==> config.mk <==
export PLATFORM = sky130hd
export DESIGN_NAME = chained_hash_set_unit
export DESIGN_NICKNAME = d
export VERILOG_FILES = /design/src/chs_pkg.sv /design/src/chs_datapath.sv /design/src/chs_ctrl.sv /design/src/chained_hash_set_unit.sv
export VERILOG_INCLUDE_DIRS = /design/src /design/src/src
export SDC_FILE = /design/constraint.sdc
export NUM_CORES = 1
export LEC_CHECK = 0
export BUFFER_PORTS_ARGS = -buffer_cell sky130_fd_sc_hd__clkbuf_2
export CELL_PAD_IN_SITES_DETAIL_PLACEMENT = 1
export CELL_PAD_IN_SITES_GLOBAL_PLACEMENT = 1
export CORE_MARGIN = 3
export CORE_UTILIZATION = 45
export CTS_CLUSTER_SIZE = 10
export DETAILED_ROUTE_END_ITERATION = 16
export HOLD_SLACK_MARGIN = 0.06
export PLACE_DENSITY = 0.66
export SYNTH_ARGS = -nofsm -noshare
export SYNTH_HDL_FRONTEND = slang
export SYNTH_HIERARCHICAL = 1
export SYNTH_SLANG_ARGS = --single-unit
==> constraint.sdc <==
create_clock -name clk -period 11.6 [get_ports clk]
set_clock_uncertainty 0.1 [all_clocks]
set_input_delay 0.58 -clock clk [delete_from_list [all_inputs] [get_ports clk]]
set_output_delay 0.58 -clock clk [all_outputs]
set_load 0.005 [all_outputs]
==> src/chained_hash_set_unit_macros.svh <==
// ----------------------------------------------------------------------------
// Assertion macros for the hash set unit
// Immediate-implication and next-cycle checks, empty under synthesis.
// ----------------------------------------------------------------------------
`ifndef CHAINED_HASH_SET_UNIT_MACROS_SVH
`define CHAINED_HASH_SET_UNIT_MACROS_SVH

`ifndef SYNTHESIS

// Consequent must hold in the same cycle as the antecedent
`define CHS_ASSERT_SAME(label, clk, rst_n, ante, cons) \
	label: assert property (@(posedge clk) disable iff (!rst_n) (ante) |-> (cons)) \
		else $error("hash set check failed");

// Consequent must hold in the cycle after the antecedent
`define CHS_ASSERT_NEXT(label, clk, rst_n, ante, cons) \
	label: assert property (@(posedge clk) disable iff (!rst_n) (ante) |=> (cons)) \
		else $error("hash set check failed");

`else

`define CHS_ASSERT_SAME(label, clk, rst_n, ante, cons)
`define CHS_ASSERT_NEXT(label, clk, rst_n, ante, cons)

`endif

`endif

==> src/chs_pkg.sv <==
// ----------------------------------------------------------------------------
// Hash set package
// Shared constants, codes and the command/status bundles between the
// controller and the datapath.
// ----------------------------------------------------------------------------
package chs_pkg;

	localparam int BUCKETS_DEF     = 5;
	localparam int CHAIN_DEPTH_DEF = 8;

	localparam int OP_W      = 2;
	localparam int KEY_W     = 31;
	localparam int ST_W      = 3;
	localparam int BKT_OUT_W = 3;

	// key is reduced modulo the bucket count one 8-bit digit per cycle
	localparam int DIGIT_W   = 8;
	localparam int MOD_STEPS = 4;
	localparam int MOD_CNT_W = 2;
	localparam int SH_W      = DIGIT_W * MOD_STEPS;

	typedef enum logic [OP_W-1:0] {
		OP_INSERT = 2'd0,
		OP_DELETE = 2'd1,
		OP_SEARCH = 2'd2
	} op_t;

	typedef enum logic [ST_W-1:0] {
		ST_INSERTED  = 3'd0,
		ST_DELETED   = 3'd1,
		ST_FOUND     = 3'd2,
		ST_NOT_FOUND = 3'd3,
		ST_FULL      = 3'd4
	} st_code_t;

	typedef enum logic [2:0] {
		S_CLEAR,
		S_IDLE,
		S_MOD,
		S_ROW,
		S_DECIDE,
		S_WALK,
		S_WRITE,
		S_DONE
	} ctl_state_t;

	typedef struct packed {
		logic     clr;
		logic     load;
		logic     mod_step;
		logic     row_rd;
		logic     walk_start;
		logic     walk_issue;
		logic     sel_free;
		logic     sel_hit;
		logic     wr_key;
		logic     wr_row;
		logic     out_load;
		st_code_t code;
	} dp_cmd_t;

	typedef struct packed {
		logic clr_last;
		logic mod_done;
		logic is_insert;
		logic is_delete;
		logic row_full;
		logic hit;
		logic last;
		logic out_free;
	} dp_stat_t;

endpackage

==> src/chs_datapath.sv <==
// ----------------------------------------------------------------------------
// Hash set datapath
// Modulo unit, bucket valid-row memory, key memory with chain walk compare,
// and the result register.
// ----------------------------------------------------------------------------
module chs_datapath #(
	parameter int BUCKETS     = chs_pkg::BUCKETS_DEF,
	parameter int CHAIN_DEPTH = chs_pkg::CHAIN_DEPTH_DEF
) (
	input  logic                              clk,
	input  logic                              arst_n,
	input  logic [chs_pkg::OP_W-1:0]          operation,
	input  logic [chs_pkg::KEY_W-1:0]         key,
	input  logic                              out_stall,
	input  chs_pkg::dp_cmd_t                  cmd,
	output chs_pkg::dp_stat_t                 st,
	output logic                              out_valid,
	output logic [chs_pkg::ST_W-1:0]          status,
	output logic [chs_pkg::BKT_OUT_W-1:0]     bucket
);
	import chs_pkg::*;

	localparam int BKT_W  = $clog2(BUCKETS);
	localparam int SLOT_W = (CHAIN_DEPTH > 1) ? $clog2(CHAIN_DEPTH) : 1;
	localparam int TOTAL  = BUCKETS * CHAIN_DEPTH;
	localparam int ADDR_W = $clog2(TOTAL);
	localparam logic [BKT_W:0] BKT_LIM = (BKT_W+1)'(BUCKETS);

	logic [OP_W-1:0]        op_q;
	logic [KEY_W-1:0]       key_q;
	logic [SH_W-1:0]        sh_q;
	logic [BKT_W-1:0]       rem_q;
	logic [BKT_W-1:0]       rem_d;
	logic [MOD_CNT_W-1:0]   mod_cnt_q;
	logic [BKT_W-1:0]       clr_cnt_q;
	logic [ADDR_W-1:0]      base_q;
	logic [CHAIN_DEPTH-1:0] row_q;
	logic [CHAIN_DEPTH-1:0] row_new;
	logic [CHAIN_DEPTH-1:0] slot_mask;
	logic [SLOT_W-1:0]      free_slot;
	logic [SLOT_W-1:0]      slot_sel_q;
	logic [SLOT_W-1:0]      issue_q;
	logic                   issued_all_q;
	logic                   rd_en;
	logic [ADDR_W-1:0]      kaddr;
	logic [BKT_W-1:0]       vaddr;
	logic                   cmp_v_s1;
	logic [SLOT_W-1:0]      cmp_slot_s1;
	logic [KEY_W-1:0]       kdata_s1;
	logic                   out_valid_q;
	st_code_t               status_q;
	logic [BKT_OUT_W-1:0]   bucket_q;

	logic [KEY_W-1:0]       kmem [TOTAL];
	logic [CHAIN_DEPTH-1:0] vmem [BUCKETS];

	// Reduce one digit of the key: shift in bit by bit, subtract when over
	always_comb begin
		logic [BKT_W:0]   t;
		logic [BKT_W-1:0] r;
		r = rem_q;
		for (int i = 0; i < DIGIT_W; i++) begin
			t = {r, sh_q[SH_W-1-i]};
			if (t >= BKT_LIM) begin
				t = t - BKT_LIM;
			end
			r = t[BKT_W-1:0];
		end
		rem_d = r;
	end

	// Lowest free slot of the bucket row
	always_comb begin
		free_slot = '0;
		for (int i = CHAIN_DEPTH - 1; i >= 0; i--) begin
			if (!row_q[i]) begin
				free_slot = SLOT_W'(i);
			end
		end
	end

	// Updated valid row: set the chosen slot on insert, clear it on delete
	assign slot_mask = CHAIN_DEPTH'(1) << slot_sel_q;
	assign row_new   = (op_q == OP_INSERT) ? (row_q | slot_mask) : (row_q & ~slot_mask);

	assign rd_en = cmd.walk_issue && !issued_all_q;
	assign kaddr = cmd.wr_key ? (base_q + ADDR_W'(slot_sel_q)) : (base_q + ADDR_W'(issue_q));
	assign vaddr = cmd.clr ? clr_cnt_q : rem_q;

	// Control registers
	always_ff @(posedge clk or negedge arst_n) begin
		if (!arst_n) begin
			mod_cnt_q    <= '0;
			clr_cnt_q    <= '0;
			issued_all_q <= 1'b0;
			cmp_v_s1     <= 1'b0;
			out_valid_q  <= 1'b0;
		end else begin
			if (cmd.clr) begin
				clr_cnt_q <= clr_cnt_q + 1'b1;
			end
			if (cmd.load) begin
				mod_cnt_q <= '0;
			end else if (cmd.mod_step) begin
				mod_cnt_q <= mod_cnt_q + 1'b1;
			end
			if (cmd.walk_start) begin
				issued_all_q <= 1'b0;
				cmp_v_s1     <= 1'b0;
			end else begin
				cmp_v_s1 <= rd_en;
				if (rd_en && issue_q == SLOT_W'(CHAIN_DEPTH - 1)) begin
					issued_all_q <= 1'b1;
				end
			end
			if (cmd.out_load) begin
				out_valid_q <= 1'b1;
			end else if (!out_stall) begin
				out_valid_q <= 1'b0;
			end
		end
	end

	// Payload registers
	always_ff @(posedge clk) begin
		if (cmd.load) begin
			op_q  <= operation;
			key_q <= key;
			sh_q  <= {1'b0, key};
			rem_q <= '0;
		end else if (cmd.mod_step) begin
			sh_q  <= sh_q << DIGIT_W;
			rem_q <= rem_d;
		end
		if (cmd.row_rd) begin
			base_q <= ADDR_W'(32'(rem_q) * CHAIN_DEPTH);
		end
		if (cmd.walk_start) begin
			issue_q <= '0;
		end else if (rd_en) begin
			issue_q <= issue_q + 1'b1;
		end
		cmp_slot_s1 <= issue_q;
		if (cmd.sel_free) begin
			slot_sel_q <= free_slot;
		end else if (cmd.sel_hit) begin
			slot_sel_q <= cmp_slot_s1;
		end
		if (cmd.out_load) begin
			status_q <= cmd.code;
			bucket_q <= BKT_OUT_W'(rem_q);
		end
	end

	// Key memory: one port, registered read
	always_ff @(posedge clk) begin
		if (cmd.wr_key) begin
			kmem[kaddr] <= key_q;
		end else if (rd_en) begin
			kdata_s1 <= kmem[kaddr];
		end
	end

	// Valid-row memory: one row per bucket, swept to zero after reset
	always_ff @(posedge clk) begin
		if (cmd.clr) begin
			vmem[vaddr] <= '0;
		end else if (cmd.wr_row) begin
			vmem[vaddr] <= row_new;
		end else if (cmd.row_rd) begin
			row_q <= vmem[vaddr];
		end
	end

	// Status towards the controller
	always_comb begin
		st.clr_last  = (clr_cnt_q == BKT_W'(BUCKETS - 1));
		st.mod_done  = (mod_cnt_q == MOD_CNT_W'(MOD_STEPS - 1));
		st.is_insert = (op_q == OP_INSERT);
		st.is_delete = (op_q == OP_DELETE);
		st.row_full  = &row_q;
		st.hit       = cmp_v_s1 && row_q[cmp_slot_s1] && (kdata_s1 == key_q);
		st.last      = cmp_v_s1 && (cmp_slot_s1 == SLOT_W'(CHAIN_DEPTH - 1));
		st.out_free  = !out_valid_q || !out_stall;
	end

	assign out_valid = out_valid_q;
	assign status    = status_q;
	assign bucket    = bucket_q;

endmodule

==> src/chs_ctrl.sv <==
// ----------------------------------------------------------------------------
// Hash set controller
// Sequences clearing, modulo, row read, chain walk, write-back and result.
// ----------------------------------------------------------------------------
module chs_ctrl (
	input  logic              clk,
	input  logic              arst_n,
	input  logic              in_valid,
	output logic              in_stall,
	input  chs_pkg::dp_stat_t st,
	output chs_pkg::dp_cmd_t  cmd
);
	import chs_pkg::*;

	ctl_state_t state_q;
	ctl_state_t state_d;
	st_code_t   code_q;
	st_code_t   code_d;

	// Hold state and result code
	always_ff @(posedge clk or negedge arst_n) begin
		if (!arst_n) begin
			state_q <= S_CLEAR;
			code_q  <= ST_NOT_FOUND;
		end else begin
			state_q <= state_d;
			code_q  <= code_d;
		end
	end

	// Next state
	always_comb begin
		state_d = state_q;
		case (state_q)
			S_CLEAR: begin
				if (st.clr_last) state_d = S_IDLE;
			end
			S_IDLE: begin
				if (in_valid) state_d = S_MOD;
			end
			S_MOD: begin
				if (st.mod_done) state_d = S_ROW;
			end
			S_ROW: begin
				state_d = S_DECIDE;
			end
			S_DECIDE: begin
				if (!st.is_insert) begin
					state_d = S_WALK;
				end else if (st.row_full) begin
					state_d = S_DONE;
				end else begin
					state_d = S_WRITE;
				end
			end
			S_WALK: begin
				if (st.hit) begin
					state_d = st.is_delete ? S_WRITE : S_DONE;
				end else if (st.last) begin
					state_d = S_DONE;
				end
			end
			S_WRITE: begin
				state_d = S_DONE;
			end
			S_DONE: begin
				if (st.out_free) state_d = S_IDLE;
			end
			default: begin
				state_d = S_CLEAR;
			end
		endcase
	end

	// Commands and result code
	always_comb begin
		cmd      = '0;
		code_d   = code_q;
		in_stall = 1'b1;
		case (state_q)
			S_CLEAR: begin
				cmd.clr = 1'b1;
			end
			S_IDLE: begin
				in_stall = 1'b0;
				cmd.load = in_valid;
			end
			S_MOD: begin
				cmd.mod_step = 1'b1;
			end
			S_ROW: begin
				cmd.row_rd = 1'b1;
			end
			S_DECIDE: begin
				if (!st.is_insert) begin
					cmd.walk_start = 1'b1;
				end else if (st.row_full) begin
					code_d = ST_FULL;
				end else begin
					cmd.sel_free = 1'b1;
					code_d       = ST_INSERTED;
				end
			end
			S_WALK: begin
				cmd.walk_issue = 1'b1;
				if (st.hit) begin
					if (st.is_delete) begin
						cmd.sel_hit = 1'b1;
						code_d      = ST_DELETED;
					end else begin
						code_d = ST_FOUND;
					end
				end else if (st.last) begin
					code_d = ST_NOT_FOUND;
				end
			end
			S_WRITE: begin
				cmd.wr_row = 1'b1;
				cmd.wr_key = st.is_insert;
			end
			S_DONE: begin
				cmd.out_load = st.out_free;
			end
			default: begin
				cmd = '0;
			end
		endcase
		cmd.code = code_q;
	end

endmodule

==> src/chained_hash_set_unit.sv <==
// ----------------------------------------------------------------------------
// Chained hash set unit
// Bounded separate-chaining set of 31-bit keys with insert, delete, search.
// ----------------------------------------------------------------------------
// Usage:
//   Input channel (in_valid/in_stall) takes one operation and key per
//   transfer; output channel (out_valid/out_stall) returns one status and
//   bucket index per item, in order.
//   The key is reduced modulo BUCKETS one 8-bit digit per cycle, the
//   bucket's valid row is read next, and delete/search then read one key
//   per cycle through the single key-memory port.
//   The unit takes one item at a time.
//   After reset the unit stalls its input while it sweeps the valid rows
//   to zero.
//   A finished result waits in the output register while out_stall is high;
//   the unit accepts the next item once the result is taken, or while it is
//   still pending but already loaded.
// ----------------------------------------------------------------------------
`include "chained_hash_set_unit_macros.svh"

module chained_hash_set_unit #(
	parameter int BUCKETS     = chs_pkg::BUCKETS_DEF,
	parameter int CHAIN_DEPTH = chs_pkg::CHAIN_DEPTH_DEF
) (
	input  logic                          clk,
	input  logic                          arst_n,
	input  logic                          in_valid,
	output logic                          in_stall,
	input  logic [chs_pkg::OP_W-1:0]      operation,
	input  logic [chs_pkg::KEY_W-1:0]     key,
	output logic                          out_valid,
	input  logic                          out_stall,
	output logic [chs_pkg::ST_W-1:0]      status,
	output logic [chs_pkg::BKT_OUT_W-1:0] bucket
);
	import chs_pkg::*;

	dp_cmd_t  cmd;
	dp_stat_t st;

	// Sequencer
	chs_ctrl u_ctrl (
		.clk      (clk),
		.arst_n   (arst_n),
		.in_valid (in_valid),
		.in_stall (in_stall),
		.st       (st),
		.cmd      (cmd)
	);

	// Storage and arithmetic
	chs_datapath #(
		.BUCKETS     (BUCKETS),
		.CHAIN_DEPTH (CHAIN_DEPTH)
	) u_dp (
		.clk       (clk),
		.arst_n    (arst_n),
		.operation (operation),
		.key       (key),
		.out_stall (out_stall),
		.cmd       (cmd),
		.st        (st),
		.out_valid (out_valid),
		.status    (status),
		.bucket    (bucket)
	);

	// An accepted item keeps the input stalled in the next cycle
	`CHS_ASSERT_NEXT(a_busy_after_accept, clk, arst_n, in_valid && !in_stall, in_stall)
	// A new result never overwrites one that is still held
	`CHS_ASSERT_SAME(a_no_result_overwrite, clk, arst_n, cmd.out_load, !out_valid || !out_stall)
	// A key write always comes with its valid-row update
	`CHS_ASSERT_SAME(a_key_with_row, clk, arst_n, cmd.wr_key, cmd.wr_row)

endmodule
==> flow_summary.ini <==
[status]
status = finished clean

[clock_tree]
cts_tree = yes
clkTransAtPathRegs_ps = 60
cts_resized = 0
cts_setup_buffers = 0
cts_sinks = 1419
h-tree-depth = 4
worstSkewPairLatency_ps = 760
cts_root_buf = clkbuf_16
cts_max_path_buffers = 3
cts-buffers-inserted = 161

[setup_path]
max_stage_delay_ps = 550
r2r-start = u_dp/rem_q[0]
critPathMostFrequentCell = ha_1
crit_path_start_kind = flop
end_kind = flop
cp.arrival_ps = 10880
reg2reg_slack_ps = 1230
ff2ff_path_depth = 45
worstSetupPathType = reg -> reg
cp_max_fo = 7
worst_ep_required_time_ps = 12110
r2r-end = u_dp/rem_q[1]
critical_path.slowest_cell = a2111oi_1

[hold_path]
timing.hold.worst.class = in -> reg
min_path_cells = 4
worstHoldStart = in_valid
min_to = u_ctrl/state_q[0]

[run]
drv_cap = 0

[sta]
drv_slew = 0
relSlewSlack = 0.184
tightest_slew_ps = 1210
tns_ps = 0
hold_viol = 0
setup_violations = 0
rsz0062_at_grt = false
fmax_mhz = 96.4
final.min_clock_period_ps = 10370
post-route-period-util = 0.894

[synthesis]
synthArstFlopShare = 0.00987
synth_seq_cells = 1419
syn_area_sq_mm = 0.0533
syn-num-nets = 3035
synth_cells = 2977
yosysSeqAreaShare = 0.797
ys.flop_type = edfxtp_1
syn_avg_cell_area_sq_um = 17.9
synth_cell_types = 82
yosys_warnings = 6
synth_edf_count = 1395

[place]
place.port_buffers = 44
dp.final_hpwl_um = 89800
gp_congestion = 0.786

[power_and_ir_drop]
powerDensity_mw_per_mm2 = 248
p_leak_nw = 18.9
vdd_drop_max_v = 0.000235
fin_total_pwr_mw = 15.0

[drt]
drt-total-wl_um = 168000
drtIter0Drc = 4330
drt_drc_violations_left = 0
wl_per_cell_um = 35.8
vias_per_cell = 6.69
num_vias = 31427
ant_nets = 0
drt_pre_antenna_iters = 6

[floorplan]
design.core.area_sq_mm = 0.117
rows = 125
dieArea_sq_mm = 0.123
die_h_um = 350
dieWidth_um = 350
initial_core_util = 0.456
io_pins = 45

[grt]
grt_usage = 0.273
antenna_found_initial = 3
grt-ovfl-total = 0
grt_pass1_wl_um = 238000
grt_max_degree = 122
first_global_vias = 32565

[final_layout]
drive_above_1_share = 0.145
areaGrowthSynthToFinish_pct = 13.9
final_nets = 3204
diodes = 0
utilization = 0.519
-- layer usage --
metal | wire length [um] | global-route usage | part of all wire | vias to the layer above
met1 | 64700 | 0.364 | 0.38 | 16511
li1 | - | - | - | 12710
met3 | 15400 | 0.0478 | 0.092 | 357
met5 | 0 | 0 | 0 | -
met2 | 80900 | 0.448 | 0.48 | 1849
met4 | 7130 | 0.113 | 0.042 | 0
-- metrics by stage --
step | setup slack, ps | cells | instance area, sq um | hold slack, ps
after floorplan | 3260 | 2977 | 53300 | 184
after global placement | 1660 | 4472 | 56000 | 342
after detailed placement | 1220 | 4472 | 56000 | 345
after CTS | 1140 | 4699 | 60700 | 113
after global routing | 142 | 4699 | 60700 | 177
final | 1230 | 4699 | 60700 | 165
-- state kept, by name, indices dropped and copies added, names as in the netlist, 8 cells and up --
signal and count:
u_dp/kmem 1240, u_dp/key_q 31, u_dp/kdata_s1 31, u_dp/sh_q 32, u_dp/row_q 8, u_dp/vmem 40
-- layout by cell type, fill, tap and decap left out, drive strengths merged, types with 12 or more instances in the layout --
cell type    count
a21oi           33
a221oi         124
a222oi          46
a22o           122
a22oi          292
a31oi           26
buf            113
clkbuf         223
dfrtp           12
dlygate4sd3     35
edfxtp        1395
ha              21
inv             31
mux2            38
mux2i           47
nand2           52
nand3           42
nand4           79
nor2           118
o211ai          36
o21ai           69
o22ai           17
xnor2           39
-- critical path: cells and delay by family (launching register included) --
kind | cells | cell delay, ps
and+or+nand+nor | 11 | 2140
AOI/OAI and AO/OA | 16 | 3450
xor gates and xnor gates | 5 | 1540
adders and majority gates | 8 | 2050
buffers and inverters | 4 | 370
DFF | 1 | 440
muxes | 1 | 160
-- kinds of logic (layout without fill, tap and decap cells) --
logic type	Yosys count	after routing	synth area share
compound gates	817	817	0.120
xor+xnor	40	40	0.00658
fa+ha+maj	21	21	0.00493
buf+inv	214	412	0.0152
flops	1419	1419	0.797
mux	95	95	0.0212
simple gates	371	371	0.0355
-- synthesized netlist by cell type, drive strengths merged, types with 11 or more instances --
library cell / count / area [sq um]
buf: 55 / 215
clkbuf: 131 / 492
inv: 27 / 101
xnor2: 39 / 342
a211oi: 11 / 100
edfxtp: 1395 / 41900
o211ai: 36 / 275
a31oi: 26 / 163
nor2b: 11 / 68.8
a221oi: 124 / 1090
nand4: 79 / 494
ha: 21 / 263
nand2: 52 / 195
dfrtp: 12 / 300
a22o: 122 / 1070
mux2: 38 / 432
a222oi: 46 / 460
a21oi: 33 / 169
mux2i: 47 / 474
a22oi: 292 / 2190
and2: 11 / 68.8
nor2: 118 / 448
nand3: 42 / 210
o21ai: 69 / 345
o22ai: 17 / 106
-- worst max-delay path by stage --
stage	startpoint	cells after the start	slack, ps	endpoint
final	u_dp/rem_q[0]	45	1230	u_dp/rem_q[1]
after floorplan	u_dp/rem_q[0]	45	3260	u_dp/rem_q[1]
after global placement	u_dp/rem_q[0]	45	1660	u_dp/rem_q[1]
after global routing	u_dp/rem_q[0]	45	140	u_dp/rem_q[1]
after CTS	u_dp/rem_q[0]	45	1140	u_dp/rem_q[1]
after detailed placement	u_dp/rem_q[0]	45	1220	u_dp/rem_q[1]
-- final cells by class --
class                   count  area, sq um
fillers                 10444        56200
multi-input cells        1344        10400
flip-flops and latches   1419        42400
inverters                  28          105
clock buffers             179         4110
repair buffers            192         1480
well taps                1524         1910
clock inverters            13          190
-- power breakdown --
group / total [mW] / switching [mW] / internal, mW / leakage (nW)
Sequential: 6.13 / 0.132 / 6.00 / 12.8
Combinational: 4.53 / 3.01 / 1.52 / 3.94
Clock: 4.36 / 1.88 / 2.48 / 2.09
-- what timing repair did --
| item | in CTS | in global routing |
|---|---|---|
| hold endpoints to repair | 70 | 0 |
| hold buffers | 35 | 0 |
| endpoints found under the setup margin | 0 | 0 |
Power figures use the tool's default switching activity.
